===== src/rtl/core/mqtt_pkg.sv =====
// Package for the MQTT control packet parser: phase, field and status codes.
// Used by mqtt_step and mqtt_control_packet_parser; no dependencies.
`timescale 1ns / 1ps
package mqtt_pkg;
    typedef enum logic [4:0] {
        PH_IDLE, PH_REMLEN, PH_PNAME_LEN, PH_PNAME, PH_LEVEL, PH_CFLAGS, PH_KEEPALIVE,
        PH_CID_LEN, PH_CID, PH_WTOP_LEN, PH_WTOP, PH_WMSG_LEN, PH_WMSG, PH_CACK_FLAGS,
        PH_CACK_CODE, PH_PUB_TLEN, PH_PUB_TOPIC, PH_PUB_ID, PH_PUB_DATA, PH_PKTID,
        PH_SUB_TLEN, PH_SUB_TOPIC, PH_SUB_QOS, PH_SUBACK_CODE, PH_UNS_TLEN, PH_UNS_TOPIC,
        PH_DONE
    } t_phase;

    localparam logic [2:0] ST_BUSY = 3'd0;
    localparam logic [2:0] ST_OK = 3'd1;
    localparam logic [2:0] ST_MALFORMED = 3'd2;
    localparam logic [2:0] ST_OOB = 3'd3;
    localparam logic [2:0] ST_FLAGS = 3'd4;
    localparam logic [2:0] ST_PKTID0 = 3'd5;
    localparam logic [2:0] ST_UNKNOWN = 3'd6;

    localparam logic [3:0] K_NONE = 4'd0;
    localparam logic [3:0] K_HEADER = 4'd1;
    localparam logic [3:0] K_REMLEN = 4'd2;
    localparam logic [3:0] K_LEVEL = 4'd3;
    localparam logic [3:0] K_FLAGS = 4'd4;
    localparam logic [3:0] K_KEEPALIVE = 4'd5;
    localparam logic [3:0] K_PKTID = 4'd6;
    localparam logic [3:0] K_STRING = 4'd7;
    localparam logic [3:0] K_PAYLOAD = 4'd8;
    localparam logic [3:0] K_CODE = 4'd9;
    localparam logic [3:0] K_TUPLE_END = 4'd10;
    localparam logic [3:0] K_STATUS = 4'd11;

    localparam logic [3:0] PT_CONNECT = 4'd1;
    localparam logic [3:0] PT_CONNACK = 4'd2;
    localparam logic [3:0] PT_PUBLISH = 4'd3;
    localparam logic [3:0] PT_PUBACK = 4'd4;
    localparam logic [3:0] PT_SUBSCRIBE = 4'd8;
    localparam logic [3:0] PT_SUBACK = 4'd9;
    localparam logic [3:0] PT_UNSUBSCRIBE = 4'd10;
    localparam logic [3:0] PT_DISCONNECT = 4'd14;

    localparam logic [7:0] SUBACK_FAILURE = 8'd128;

    typedef struct packed {
        t_phase      phase;
        logic [2:0]  status;
        logic [7:0]  header;
        logic [27:0] remlen;
        logic [2:0]  digits;
        logic [15:0] fcount;
        logic [15:0] slen;
        logic [16:0] vhdr;
        logic [7:0]  cflags;
        logic [15:0] tuples;
        logic        gfail;
    } t_state;

    typedef struct packed {
        logic [3:0]  pkind;
        logic [3:0]  fkind;
        logic [1:0]  sel;
        logic [27:0] value;
        logic [15:0] index;
        logic        failed;
        logic [2:0]  status;
        logic        done;
    } t_result;
endpackage


===== src/rtl/core/mqtt_control_packet_parser.sv =====
// Top level of the MQTT 3.1.1 control packet parser: byte channel in, tagged result out.
// Depends on mqtt_pkg and mqtt_step.
//
// Usage: each received byte is a transfer on the input channel (i_valid/o_ready) with
// i_first_byte on the fixed header byte and i_end_of_buffer on the last byte of the
// buffer. Every byte yields exactly one result transfer (o_valid/i_ready) that names
// the field the byte belongs to, its value, and the parse status.
// The result of a byte is registered and presented in the cycle after it is accepted.
// Throughput is one byte per cycle while the receiver does not stall; the field state
// machine advances in combinational logic from the parser state to the result register.
// While the receiver stalls, the result register holds and o_ready follows i_ready,
// so the input is accepted whenever the result register is empty or being drained.
// Reset clears the parser to awaiting a fixed header and empties the result register.
`timescale 1ns / 1ps
module mqtt_control_packet_parser (
    input  logic        i_clk,
    input  logic        i_rst_n,
    input  logic        i_valid,
    output logic        o_ready,
    input  logic [7:0]  i_in_byte,
    input  logic        i_first_byte,
    input  logic        i_end_of_buffer,
    output logic        o_valid,
    input  logic        i_ready,
    output logic [3:0]  o_packet_kind,
    output logic [3:0]  o_field_kind,
    output logic [1:0]  o_string_select,
    output logic [27:0] o_field_value,
    output logic [15:0] o_tuple_index,
    output logic        o_tuple_failed,
    output logic [2:0]  o_parse_status,
    output logic        o_packet_done
);
    import mqtt_pkg::*;

    t_state  r_st, n_st;
    t_result r_res, n_res;
    logic    r_valid;
    logic    accept;

    mqtt_step u_step (
        .i_st    (r_st),
        .i_byte  (i_in_byte),
        .i_first (i_first_byte),
        .i_last  (i_end_of_buffer),
        .o_st    (n_st),
        .o_res   (n_res)
    );

    assign o_ready = !r_valid || i_ready;
    assign accept = i_valid && o_ready;

    always_ff @(posedge i_clk) begin
        if (!i_rst_n) begin
            r_st <= '0;
            r_valid <= 1'b0;
        end else begin
            if (accept) r_st <= n_st;
            if (accept) r_valid <= 1'b1;
            else if (i_ready) r_valid <= 1'b0;
        end
    end

    always_ff @(posedge i_clk) begin
        if (accept) r_res <= n_res;
    end

    assign o_valid = r_valid;
    assign o_packet_kind = r_res.pkind;
    assign o_field_kind = r_res.fkind;
    assign o_string_select = r_res.sel;
    assign o_field_value = r_res.value;
    assign o_tuple_index = r_res.index;
    assign o_tuple_failed = r_res.failed;
    assign o_parse_status = r_res.status;
    assign o_packet_done = r_res.done;

    a_done_status: assert property (@(posedge i_clk) disable iff (!i_rst_n)
        o_valid |-> (o_packet_done == (o_parse_status != ST_BUSY)))
        else $error("done flag disagrees with status");
    a_header_result: assert property (@(posedge i_clk) disable iff (!i_rst_n)
        (accept && i_first_byte) |=> (o_field_kind == K_HEADER))
        else $error("header byte did not give a header result");
    a_stall_hold: assert property (@(posedge i_clk) disable iff (!i_rst_n)
        (o_valid && !i_ready) |=> $stable(r_res))
        else $error("result changed while stalled");
endmodule


===== src/rtl/core/mqtt_step.sv =====
// Combinational next-state and result logic for one received byte.
// Depends on mqtt_pkg.
`timescale 1ns / 1ps
module mqtt_step (
    input  mqtt_pkg::t_state  i_st,
    input  logic [7:0]        i_byte,
    input  logic              i_first,
    input  logic              i_last,
    output mqtt_pkg::t_state  o_st,
    output mqtt_pkg::t_result o_res
);
    import mqtt_pkg::*;

    t_state      s;
    logic [3:0]  kind;
    logic [1:0]  sel;
    logic [27:0] value;
    logic [15:0] index;
    logic        failed;
    logic [15:0] pair;
    logic        pair_done;
    logic [15:0] fc_inc;
    logic        str_done;
    logic [15:0] tup_inc;
    logic [27:0] remlen_add;
    logic [3:0]  ptype;
    logic [3:0]  hflags;

    always_comb begin
        pair = (i_st.fcount == 16'd0) ? {i_byte, 8'd0} : {i_st.slen[15:8], i_byte};
        pair_done = (i_st.fcount != 16'd0);
        fc_inc = i_st.fcount + 16'd1;
        str_done = (fc_inc >= i_st.slen);
        tup_inc = (i_st.tuples == 16'hFFFF) ? i_st.tuples : i_st.tuples + 16'd1;
        ptype = i_st.header[7:4];
        hflags = i_st.header[3:0];
        case (i_st.digits)
            3'd0: remlen_add = {21'd0, i_byte[6:0]};
            3'd1: remlen_add = {14'd0, i_byte[6:0], 7'd0};
            3'd2: remlen_add = {7'd0, i_byte[6:0], 14'd0};
            default: remlen_add = {i_byte[6:0], 21'd0};
        endcase
    end

    always_comb begin
        s = i_st;
        kind = K_NONE;
        sel = 2'd0;
        value = 28'd0;
        index = 16'd0;
        failed = 1'b0;
        if (i_first) begin
            s.header = i_byte;
            s.remlen = 28'd0;
            s.digits = 3'd0;
            s.fcount = 16'd0;
            s.slen = 16'd0;
            s.vhdr = 17'd0;
            s.cflags = 8'd0;
            s.tuples = 16'd0;
            s.gfail = 1'b0;
            s.phase = PH_REMLEN;
            s.status = ST_BUSY;
            kind = K_HEADER;
            value = {20'd0, i_byte};
            if (i_last) begin
                s.phase = PH_DONE;
                s.status = ST_OOB;
            end
        end else if (i_st.phase == PH_DONE) begin
            kind = K_STATUS;
        end else if (i_st.phase != PH_IDLE) begin
            // Two-byte fields share the pair capture; string bytes share the counter.
            case (i_st.phase)
                PH_PNAME_LEN, PH_KEEPALIVE, PH_CID_LEN, PH_WTOP_LEN, PH_WMSG_LEN,
                PH_PUB_TLEN, PH_PUB_ID, PH_PKTID, PH_SUB_TLEN, PH_UNS_TLEN: begin
                    s.slen = pair;
                    s.fcount = pair_done ? 16'd0 : 16'd1;
                    value = {12'd0, pair};
                end
                PH_PNAME, PH_CID, PH_WTOP, PH_WMSG, PH_PUB_TOPIC, PH_SUB_TOPIC,
                PH_UNS_TOPIC: begin
                    kind = K_STRING;
                    value = {20'd0, i_byte};
                    s.fcount = str_done ? 16'd0 : fc_inc;
                end
                default: ;
            endcase
            case (i_st.phase)
                PH_REMLEN: begin
                    kind = K_REMLEN;
                    if (i_st.digits >= 3'd4) begin
                        value = i_st.remlen;
                        s.phase = PH_DONE;
                        s.status = ST_MALFORMED;
                    end else begin
                        s.remlen = i_st.remlen + remlen_add;
                        s.digits = i_st.digits + 3'd1;
                        value = s.remlen;
                        if (!i_byte[7]) begin
                            s.fcount = 16'd0;
                            s.status = ST_BUSY;
                            case (ptype)
                                PT_CONNECT: s.phase = PH_PNAME_LEN;
                                PT_CONNACK: begin
                                    if (hflags != 4'd0) begin
                                        s.phase = PH_DONE; s.status = ST_FLAGS;
                                    end else if (s.remlen != 28'd2) begin
                                        s.phase = PH_DONE; s.status = ST_MALFORMED;
                                    end else s.phase = PH_CACK_FLAGS;
                                end
                                PT_PUBLISH: s.phase = PH_PUB_TLEN;
                                PT_PUBACK: begin
                                    if (s.remlen != 28'd2) begin
                                        s.phase = PH_DONE; s.status = ST_MALFORMED;
                                    end else s.phase = PH_PKTID;
                                end
                                PT_SUBSCRIBE, PT_UNSUBSCRIBE: begin
                                    if (hflags != 4'd2) begin
                                        s.phase = PH_DONE; s.status = ST_FLAGS;
                                    end else s.phase = PH_PKTID;
                                end
                                PT_SUBACK: s.phase = PH_PKTID;
                                PT_DISCONNECT: begin
                                    s.phase = PH_DONE;
                                    s.status = (hflags != 4'd0) ? ST_MALFORMED : ST_OK;
                                end
                                default: begin
                                    s.phase = PH_DONE; s.status = ST_UNKNOWN;
                                end
                            endcase
                        end
                    end
                end
                PH_PNAME_LEN:
                    if (pair_done) s.phase = (pair == 16'd0) ? PH_LEVEL : PH_PNAME;
                PH_PNAME:
                    if (str_done) s.phase = PH_LEVEL;
                PH_LEVEL: begin
                    kind = K_LEVEL; value = {20'd0, i_byte}; s.phase = PH_CFLAGS;
                end
                PH_CFLAGS: begin
                    kind = K_FLAGS; value = {20'd0, i_byte};
                    if (i_byte[0]) begin
                        s.phase = PH_DONE; s.status = ST_MALFORMED;
                    end else begin
                        s.cflags = i_byte; s.fcount = 16'd0; s.phase = PH_KEEPALIVE;
                    end
                end
                PH_KEEPALIVE: begin
                    kind = K_KEEPALIVE;
                    if (pair_done) s.phase = PH_CID_LEN;
                end
                PH_CID_LEN: begin
                    sel = 2'd1;
                    if (pair_done) begin
                        if (pair != 16'd0) s.phase = PH_CID;
                        else if (i_st.cflags[2]) s.phase = PH_WTOP_LEN;
                        else begin s.phase = PH_DONE; s.status = ST_OK; end
                    end
                end
                PH_CID: begin
                    sel = 2'd1;
                    if (str_done) begin
                        if (i_st.cflags[2]) s.phase = PH_WTOP_LEN;
                        else begin s.phase = PH_DONE; s.status = ST_OK; end
                    end
                end
                PH_WTOP_LEN: begin
                    sel = 2'd2;
                    if (pair_done) s.phase = (pair == 16'd0) ? PH_WMSG_LEN : PH_WTOP;
                end
                PH_WTOP: begin
                    sel = 2'd2;
                    if (str_done) s.phase = PH_WMSG_LEN;
                end
                PH_WMSG_LEN: begin
                    sel = 2'd3;
                    if (pair_done) begin
                        if (pair == 16'd0) begin s.phase = PH_DONE; s.status = ST_OK; end
                        else s.phase = PH_WMSG;
                    end
                end
                PH_WMSG: begin
                    sel = 2'd3;
                    if (str_done) begin s.phase = PH_DONE; s.status = ST_OK; end
                end
                PH_CACK_FLAGS: begin
                    kind = K_FLAGS; value = {20'd0, i_byte};
                    if (i_byte[7:1] != 7'd0) begin
                        s.phase = PH_DONE; s.status = ST_MALFORMED;
                    end else s.phase = PH_CACK_CODE;
                end
                PH_CACK_CODE: begin
                    kind = K_CODE; value = {20'd0, i_byte};
                    s.phase = PH_DONE; s.status = ST_OK;
                end
                PH_PUB_TLEN, PH_PUB_TOPIC, PH_PUB_ID: begin
                    if (i_st.phase == PH_PUB_ID) kind = K_PKTID;
                    if (i_st.phase == PH_PUB_TLEN && pair_done) begin
                        s.vhdr = 17'd2 + {1'b0, pair};
                        if (pair != 16'd0) s.phase = PH_PUB_TOPIC;
                    end
                    if ((i_st.phase == PH_PUB_TLEN && pair_done && pair == 16'd0) ||
                        (i_st.phase == PH_PUB_TOPIC && str_done) ||
                        (i_st.phase == PH_PUB_ID && pair_done)) begin
                        if (i_st.phase != PH_PUB_ID && i_st.header[2:1] != 2'd0) begin
                            s.phase = PH_PUB_ID; s.fcount = 16'd0;
                        end else if (i_st.phase == PH_PUB_ID && pair == 16'd0) begin
                            s.phase = PH_DONE; s.status = ST_PKTID0;
                        end else begin
                            if (i_st.phase == PH_PUB_ID) s.vhdr = i_st.vhdr + 17'd2;
                            if ({11'd0, s.vhdr} > i_st.remlen) begin
                                s.phase = PH_DONE; s.status = ST_MALFORMED;
                            end else begin
                                s.remlen = i_st.remlen - {11'd0, s.vhdr};
                                if (s.remlen == 28'd0) begin
                                    s.phase = PH_DONE; s.status = ST_OK;
                                end else s.phase = PH_PUB_DATA;
                            end
                        end
                    end
                end
                PH_PUB_DATA: begin
                    kind = K_PAYLOAD; value = {20'd0, i_byte};
                    s.remlen = i_st.remlen - 28'd1;
                    if (s.remlen == 28'd0) begin s.phase = PH_DONE; s.status = ST_OK; end
                end
                PH_PKTID: begin
                    kind = K_PKTID;
                    if (pair_done) begin
                        s.tuples = 16'd0;
                        case (ptype)
                            PT_PUBACK: begin s.phase = PH_DONE; s.status = ST_OK; end
                            PT_SUBSCRIBE: begin
                                s.gfail = (pair == 16'd0); s.phase = PH_SUB_TLEN;
                            end
                            PT_SUBACK: s.phase = PH_SUBACK_CODE;
                            default: begin
                                if (pair == 16'd0) begin
                                    s.phase = PH_DONE; s.status = ST_PKTID0;
                                end else s.phase = PH_UNS_TLEN;
                            end
                        endcase
                    end
                end
                PH_SUB_TLEN: begin
                    index = i_st.tuples; failed = i_st.gfail;
                    if (pair_done) begin
                        if (pair == 16'd0) begin
                            kind = K_TUPLE_END; value = {20'd0, SUBACK_FAILURE};
                            failed = 1'b1; s.tuples = tup_inc;
                        end else s.phase = PH_SUB_TOPIC;
                    end
                end
                PH_SUB_TOPIC: begin
                    index = i_st.tuples; failed = i_st.gfail;
                    if (str_done) s.phase = PH_SUB_QOS;
                end
                PH_SUB_QOS: begin
                    index = i_st.tuples;
                    failed = i_st.gfail || (i_byte > 8'd1);
                    kind = K_TUPLE_END;
                    value = {20'd0, failed ? SUBACK_FAILURE : i_byte};
                    s.tuples = tup_inc; s.fcount = 16'd0; s.phase = PH_SUB_TLEN;
                end
                PH_SUBACK_CODE: begin
                    kind = K_CODE; value = {20'd0, i_byte}; index = i_st.tuples;
                    if (i_byte != 8'd0 && i_byte != 8'd1 && i_byte != 8'd2 &&
                        i_byte != SUBACK_FAILURE) begin
                        s.phase = PH_DONE; s.status = ST_MALFORMED;
                    end else s.tuples = tup_inc;
                end
                PH_UNS_TLEN: begin
                    index = i_st.tuples;
                    if (pair_done) begin
                        if (pair == 16'd0) begin s.phase = PH_DONE; s.status = ST_MALFORMED; end
                        else s.phase = PH_UNS_TOPIC;
                    end
                end
                PH_UNS_TOPIC: begin
                    index = i_st.tuples;
                    if (str_done) begin s.tuples = tup_inc; s.phase = PH_UNS_TLEN; end
                end
                default: ;
            endcase
            // End of buffer closes a packet that still waits for bytes.
            if (i_last && s.phase != PH_DONE) begin
                case (s.phase)
                    PH_PKTID: s.status = (ptype == PT_SUBSCRIBE) ? ST_MALFORMED : ST_OOB;
                    PH_SUB_TLEN: begin
                        if (s.fcount == 16'd0) begin
                            s.status = (s.tuples == 16'd0) ? ST_MALFORMED : ST_OK;
                        end else begin
                            failed = 1'b1;
                            s.tuples = (s.tuples == 16'hFFFF) ? s.tuples : s.tuples + 16'd1;
                            s.status = ST_OK;
                        end
                    end
                    PH_SUB_TOPIC, PH_SUB_QOS: begin
                        failed = 1'b1;
                        s.tuples = (s.tuples == 16'hFFFF) ? s.tuples : s.tuples + 16'd1;
                        s.status = ST_OK;
                    end
                    PH_SUBACK_CODE: s.status = (s.tuples == 16'd0) ? ST_MALFORMED : ST_OK;
                    PH_UNS_TLEN: begin
                        if (s.fcount == 16'd0) begin
                            s.status = (s.tuples == 16'd0) ? ST_MALFORMED : ST_OK;
                        end else s.status = ST_OOB;
                    end
                    default: s.status = ST_OOB;
                endcase
                s.phase = PH_DONE;
            end
        end
        o_st = s;
        o_res.pkind = s.header[7:4];
        o_res.fkind = kind;
        o_res.sel = sel;
        o_res.value = value;
        o_res.index = index;
        o_res.failed = failed;
        o_res.done = (s.phase == PH_DONE);
        o_res.status = (s.phase == PH_DONE) ? s.status : ST_BUSY;
    end
endmodule


===== config.mk =====
export PLATFORM = sky130hd
export DESIGN_NAME = mqtt_control_packet_parser
export DESIGN_NICKNAME = d
export VERILOG_FILES = /design/src/rtl/core/mqtt_pkg.sv /design/src/rtl/core/mqtt_control_packet_parser.sv /design/src/rtl/core/mqtt_step.sv
export SDC_FILE = /design/constraint.sdc
export NUM_CORES = 1
export LEC_CHECK = 0
export ABC_CLOCK_PERIOD_IN_PS = 16800
export BUFFER_PORTS_ARGS = -buffer_cell sky130_fd_sc_hd__buf_2
export CAP_MARGIN = 20
export CELL_PAD_IN_SITES_DETAIL_PLACEMENT = 0
export CELL_PAD_IN_SITES_GLOBAL_PLACEMENT = 2
export CORE_ASPECT_RATIO = 1.2
export CORE_MARGIN = 5
export CORE_UTILIZATION = 35
export CTS_BUF_LIST = sky130_fd_sc_hd__clkbuf_8
export DETAILED_ROUTE_END_ITERATION = 12
export PLACE_DENSITY = 0.81
export SLEW_MARGIN = 0
export SYNTH_ARGS = -nofsm -noshare
export SYNTH_HDL_FRONTEND = slang
export SYNTH_HIERARCHICAL = 1
export SYNTH_SLANG_ARGS = --single-unit

===== constraint.sdc =====
create_clock -name i_clk -period 16.8 [get_ports i_clk]
set_input_delay 0.84 -clock i_clk [delete_from_list [all_inputs] [get_ports i_clk]]
set_output_delay 0.84 -clock i_clk [all_outputs]
set_load 0.005 [all_outputs]

# Word level (Yosys, flattened, before mapping)
# Cells that the tools add are included.
totals:
  out_inout_bits: 61
  regBits: 176
  inputBits: 14
op_classes:
  add_sub_neg: 9
  n_reduce_logical: 65
  muxes: 151
  n_eq_ne: 60
  n_lt_le_gt_ge: 4
  bitwise: 2
ops:
  columns: ["op", "n"]
  rows:
  - ["16-bit two-way mux", 22]
  - ["105-bit two-way mux", 3]
  - ["17-bit two-way mux", 14]
  - ["8-bit two-way mux", 25]
  - ["28-bit two-way mux", 6]
  - ["28-bit one-hot mux with 3 select lines", 2]
  - ["5-bit one-hot mux with 23 select lines", 1]
  - ["28-bit one-hot mux with 4 select lines", 1]
  - ["5-bit two-way mux", 21]
  - ["16-bit one-hot mux with 2 select lines", 3]
  - ["5-bit == test, second input constant", 18]
  - ["16-bit one-hot mux with 5 select lines", 1]
  - ["16-bit zero test", 4]
  - ["16-bit one-hot mux with 4 select lines", 1]
  - ["28-bit zero test", 2]
  - ["16-bit by 1-bit adder with 16-bit output, second input constant", 3]
  - ["3-bit two-way mux", 16]
  - ["47-bit two-way mux", 1]
  - ["5-bit by 4-bit == test with 1-bit output, second input constant", 8]
  - ["4-bit one-hot mux with 10 select lines", 1]
  - ["3-bit one-hot mux with 13 select lines", 1]
  - ["16-bit == test, second input constant", 2]
  - ["16-bit nonzero test", 2]
  - ["3-bit one-hot mux with 5 select lines", 2]
  - ["other kinds (61)", 131]

# Longest topological paths before layout
# Gate-level depths: netlist of run 1.
logic_depth:
  depth_word: 31
  depth_mapped: 35
  mapped_depth_nobuf: 30

# Hierarchy
# Netlist of run 1, hierarchy kept.
modules_own_cells:
  columns: ["module", "seq_area_each_um2", "n_inst", "area_per_inst_um2", "cells_per_inst"]
  rows:
  - ["mqtt_step", 0.0, 1, 12978.7, 2228]
  - ["mqtt_control_packet_parser", 4214.0, 1, 6597.6, 589]

# Worst setup path before layout of run 1
# Ideal clock, no wire load.
synth_path:
  path_type: "register to register"
  start: "reg r_st[58] in the netlist's numbering"
  end: "reg r_st[12] in the netlist's numbering"
  path_slack_ns: 10.173
  stages_incl_launch_ff: 33
  t_arrival_ns: 6.556
  synth_period_minus_slack_ns: 6.627
  path_buffers: 3
  path_cell_list: "dfxtp_1 inv_1 ha_1 nor3b_1 nand4_1 clkbuf_1 clkbuf_1 and2_1 ha_1 and3_1 nand4_1 or2_2 nor2_1 xor2_1 o21ai_0 o21ai_0 ha_1 clkbuf_1 nand4_1 nor3b_1 a21boi_0 nor2_1 o32ai_1 nor4_1 and4_1 a21oi_1 o21ai_1 a2111oi_4 nand4_2 or4b_1 a21oi_1 nand2_1 mux2i_1"
synth_lines:
  columns: ["element", "line_no", "text"]
  rows:
  - ["start, declared", "mqtt_control_packet_parser.sv:36", "t_state r_st, n_st;"]
  - ["start signal, assigned", "mqtt_control_packet_parser.sv:58", "if (accept) r_st <= n_st;"]

==> impl_metrics.json, run 1 <==
{
  "firstDrtPassIters": 5,
  "die_area_mm2": 0.05973,
  "timing.final.crit_share": 0.4595,
  "r2r_cells": 30,
  "die_y_um": 266.7,
  "drtIter0Drc": 2006,
  "yosys_warnings": 6,
  "antenna_found_initial": 2,
  "ant_nets": 0,
  "grt_pass1_vias": 19640,
  "place_area_mm2": 0.02000,
  "core_area_mm2": 0.05457,
  "dieWidth_um": 223.9,
  "overflow": 0,
  "std_cell_rows": 94,
  "setup_tns_ns": 0,
  "layout.nets": 2795,
  "worst_pin_slew_ns": 1.175,
  "min_from": "r_st[113]",
  "startpoint_type": "flip-flop",
  "slew_headroom": 0.2082,
  "ctsHoldBuffers": 0,
  "r2r_setup_slack_ns": 9.08,
  "stdcell_count": 3441,
  "fmax_mhz": 129.5,
  "start_util": 0.3523,
  "cts_resized": 0,
  "cap_violations": 0,
  "wl_per_cell_um": 23.11,
  "min_to": "r_st[113]",
  "period_needed_ns": 7.720,
  "worst_path_max_delay_cell": "ha_1",
  "cts.sinks": 174,
  "path_buf_inv": 2,
  "pwr_density_cell_mw_per_mm2": 57.59,
  "cts_tree": "yes",
  "drt-total-wl_um": 79540,
  "cp.required_ns": 17.34,
  "netlist_area_mm2": 0.01922,
  "finalSetupViolCount": 0,
  "drive_above_1_share": 0.08716,
  "worstSkewPairLatency_ns": 0.60,
  "num_io_pins": 75,
  "numPortBuffers": 74,
  "reg2reg_to": "r_st[9]",
  "cts.clk_slew.worst_paths_ns": 0.12,
  "synth_cells": 2776,
  "grt_setup_unrepaired": "no",
  "holdCritPathClass": "flip-flop to flip-flop",
  "cpLargestDelayFamily": "simple AND/OR/NAND/NOR gates",
  "cts-root-buf": "clkbuf_8",
  "hpwl_um": 58620,
  "grt_max_degree": 88,
  "crit_path_end_kind": "flip-flop",
  "grt_util_all_layers": 0.2564,
  "cts_inserted_buffers": 17,
  "worstSetupPathType": "flip-flop to flip-flop",
  "r2r-start": "r_st[58]",
  "grt_pass1_wl_um": 121000,
  "syn_nets": 2865,
  "place_congestion": 0.9696,
  "slew_violations": 0,
  "vias_per_cell": 6.078,
  "hold_viol_final": 0,
  "clk_path_buf_depth": 2,
  "postSynthAreaPerCell_um2": 6.925,
  "cpPeakStageDelay_ns": 0.54,
  "ir_drop_uv": 57.44,
  "post_cts_buffers": 0,
  "cellLeakagePower_nw": 7.452,
  "hold_depth": 2,
  "hold_ws_ns": 0.4679,
  "vias": 20910,
  "htree_levels": 4,
  "worst-path-stages": 30,
  "area_growth_pct": 6.391,
  "fin_skew_ns": 0.02464,
  "dp_cells": 3403,
  "status": "completed",
  "stdcell_area_mm2": 0.02045,
  "arrival_ns": 8.26,
  "critPathMaxFanout": 26,
  "drc": 0
}
-- metrics by stage --
step / power (mW) / setup WS, ns / utilization
finish: 1.178 / 9.080 / 0.3748
floorplan: 0.7260 / 10.18 / -
detailed placement: 0.8532 / 9.249 / 0.3665
global placement: 0.8531 / 9.378 / 0.3665
global route: 1.235 / 8.378 / 0.3748
CTS: 1.182 / 9.180 / 0.3736
-- tightest hold or removal path, cell delays in order (launching register included) --
cell	delay, ns
dfxtp_1	0.33
nand2_1	0.05
mux2i_1	0.05
-- sequential cells by signal, indices dropped and copies added, names as in the netlist --
name,cells
o_valid,1
o_tuple_failed,1
o_field_value,28
o_packet_kind,4
o_packet_done,1
o_parse_status,3
o_tuple_index,16
o_string_select,2
o_field_kind,4
r_st,114
-- worst max path at each step --
stage / from / endpoint / slack, ns
floorplan: r_st[58] / r_st[12] / 10.18
global placement: r_st[58] / r_st[9] / 9.38
detailed placement: r_st[58] / r_st[9] / 9.25
CTS: r_st[58] / r_st[9] / 9.18
global route: r_st[58] / r_st[9] / 8.38
finish: r_st[58] / r_st[9] / 9.08
-- power by group --
group,leakage [nW],internal [mW],switching (mW)
combinational,5.73,0.125,0.271
clock,0.199,0.122,0.201
sequential,1.52,0.449,0.00985
-- area by class of cell --
| cell class | count | area (um^2) |
|---|---|---|
| Tap cell | 720 | 900.9 |
| Sequential cell | 174 | 4078 |
| Clock buffer | 17 | 234.0 |
| Antenna cell | 2 | 5.005 |
| Timing Repair Buffer | 132 | 844.6 |
| Multi-Input combinational cell | 2319 | 14000 |
| Inverter | 62 | 232.7 |
| Clock inverter | 15 | 152.6 |
| Fill cell | 5914 | 34120 |
-- cell usage in the layout, fill, tap and decap left out, types with 72 or more instances in the layout --
cell type,n
buf_2,72
ha_1,73
nand2_1,507
o21ai_0,169
mux2i_1,124
a21oi_1,221
nand3_1,80
nor2_1,265
nor3_1,83
dfxtp_1,112
-- per-layer routing --
metal  GRT usage  up-vias  wire [um]
li1            -     9854          -
met4      0.1068        0       3591
met1      0.3263    10090      33660
met5           0        -          0
met3     0.04114      167       4533
met2      0.4321      800      37750
Note: power is estimated with default switching activity, not from simulation.
==> run 2, diff against run 1 <==
ABC_CLOCK_PERIOD_IN_PS = 7100   (was 16800)
CORE_UTILIZATION = 34   (was 35)
PLACE_DENSITY = 0.82   (was 0.81)
clock period = 7.1 ns   (was 16.8 ns; I/O delays follow)
==> run 2 against run 1 <==
Net effect:
- routed wire length increased by 0.16%
- cell count increased by 0.96%
- via count increased by 0.79%
- largest power group unchanged
- global-route usage decreased by 0.75 points
- register-to-register slack got worse by 8.7 ns
- clock skew decreased by 0.00061 ns
- critical path type unchanged
- highest routed layer unchanged
- clock-buffer cell count unchanged
==> impl_metrics.json, run 2 (synthesis gave the netlist of run 1 again) <==
{
  "status": "completed",
  "vias": 21080,
  "r2r_setup_slack_ns": 0.41,
  "startpoint_type": "flip-flop",
  "arrival_ns": 7.21,
  "timing.final.crit_share": 0.9421,
  "largest-register": "r_st",
  "grt_util_all_layers": 0.2489,
  "num_io_pins": 75,
  "grt_pass1_vias": 19660,
  "hpwl_um": 58510,
  "drc": 0,
  "min_to": "o_valid",
  "cts.clk_slew.worst_paths_ns": 0.12,
  "period_needed_ns": 6.689,
  "ir_drop_uv": 162.9,
  "numPortBuffers": 74,
  "r2r_cells": 30,
  "worst_pin_slew_ns": 1.119,
  "drive_above_1_share": 0.1002,
  "finalSetupViolCount": 0,
  "dpl_worst_slack_ns": -0.004278,
  "worstSetupPathType": "flip-flop to flip-flop",
  "slew_headroom": 0.2437,
  "stdcell_area_mm2": 0.02073,
  "overflow": 0,
  "fin_skew_ns": 0.02403,
  "worst_path_max_delay_cell": "ha_2",
  "reg2reg_to": "r_st[12]",
  "grt_max_degree": 135,
  "final_core_utilization": 0.3703,
  "firstDrtPassIters": 7,
  "min_from": "i_ready",
  "cts-root-buf": "clkbuf_8",
  "cp.required_ns": 7.62,
  "layout.nets": 2821,
  "place_congestion": 0.9355,
  "grt_pass1_wl_um": 120000,
  "antenna_found_initial": 2,
  "core_area_mm2": 0.05598,
  "most-common-layout-cells": "nand2_1 (507), nor2_1 (265), a21oi_1 (220)",
  "holdCritPathClass": "primary input to flip-flop",
  "r2r-start": "r_st[58]",
  "htree_levels": 4,
  "final_common_cell": "nand2_1",
  "hold_depth": 3,
  "cellLeakagePower_nw": 7.596,
  "vias_per_cell": 6.068,
  "cpPeakStageDelay_ns": 0.50,
  "crit_path_end_kind": "flip-flop",
  "die_area_mm2": 0.06141,
  "cts_tree": "yes",
  "drt-total-wl_um": 79670,
  "largest_reg_flops": 114,
  "ant_nets": 0,
  "wl_per_cell_um": 22.93,
  "fmax_mhz": 149.5,
  "area_growth_pct": 7.830,
  "die_y_um": 270.5,
  "place_area_mm2": 0.02023,
  "clk_path_buf_depth": 2,
  "critPathMaxFanout": 12,
  "cts_inserted_buffers": 17,
  "std_cell_rows": 95,
  "dieWidth_um": 227.1,
  "start_util": 0.3434,
  "cap_violations": 0,
  "slew_violations": 0,
  "drtIter0Drc": 2080,
  "cts.sinks": 174,
  "worst_slack_ns": 0.4110,
  "pwr_density_cell_mw_per_mm2": 136.7,
  "hold_viol_final": 0,
  "worstSkewPairLatency_ns": 0.59
}
[run 2: cell types whose count changed in the layout (fill, tap and decap cells not counted), sizes merged]
cell	previous run	this run
buf	129	157
clkbuf	19	17
clkinv	3	7
dlygate4sd3	0	1
dlymetal6s2s	1	0
inv	71	67
[run 2: per-layer routing]
| layer | wire length (um) | GRT usage |
|---|---|---|
| met5 | 0 | 0 |
| met2 | 37570 | 0.4101 |
| met3 | 4580 | 0.03751 |
| met1 | 34720 | 0.3316 |
| met4 | 2797 | 0.08610 |
[run 2: worst max-delay path by stage]
stage             start  endpoint  slack [ns]  cells past startpoint
2_1_floorplan  r_st[58]  r_st[12]        0.48                     32
3_3_place_gp   r_st[64]   r_st[9]        0.11                     27
3_5_place_dp   r_st[64]   r_st[9]      -0.004                     28
4_1_cts        r_st[68]   r_st[9]        0.02                     26
5_1_grt        r_st[58]  r_st[10]       -0.01                     30
6_report       r_st[58]  r_st[12]        0.41                     30
[run 2: layout make-up]
class                      count  area, um^2
antenna                        2       5.005
sequential                   174        4078
multi-input combinational   2319       14050
timing repair buffer         158        1039
clock buffer                  17       234.0
clock inverter                15       180.2
fill                        5973       35260
tap                          727       909.6
inverter                      62       232.7
[run 2: where the power goes]
group	switching (mW)	total, mW	internal (mW)
Sequential	0.0303	1.09	1.06
Clock	0.484	0.780	0.296
Combinational	0.650	0.960	0.309
[run 2: through the flow]
| step | instances | power (mW) | hold slack (ns) | TNS [ns] |
|---|---|---|---|---|
| finish | 3474 | 2.834 | 0.07942 | 0 |
| global route | 3473 | 2.966 | 0.03732 | -0.01235 |
| CTS | 3471 | 2.840 | 0.02120 | 0 |
| detailed placement | 3438 | 2.045 | 0.4637 | -0.004278 |
| global placement | 3437 | 2.044 | 0.4420 | 0 |
| floorplan | 2776 | 1.718 | 0.4335 | 0 |
[run 2: repair_timing]
action / in CTS / in global routing
buffers inserted: 0 / 1
cloned: 0 / 0
pin swaps: 0 / 1
endpoints found under the hold margin: 1 / 0
hold buffers: 1 / 0
gates resized for setup: 1 / 14
endpoints found under the setup margin: 4 / 23
[run 2: worst max-delay path, delay by kind of cell (launching register included)]
kind / cells / cell delay [ns]
compound gates: 10 / 2.27
flops: 1 / 0.35
buf+inv: 2 / 0.28
mux: 1 / 0.15
fa+ha+maj: 3 / 0.96
xor+xnor: 1 / 0.08
simple gates: 13 / 2.55
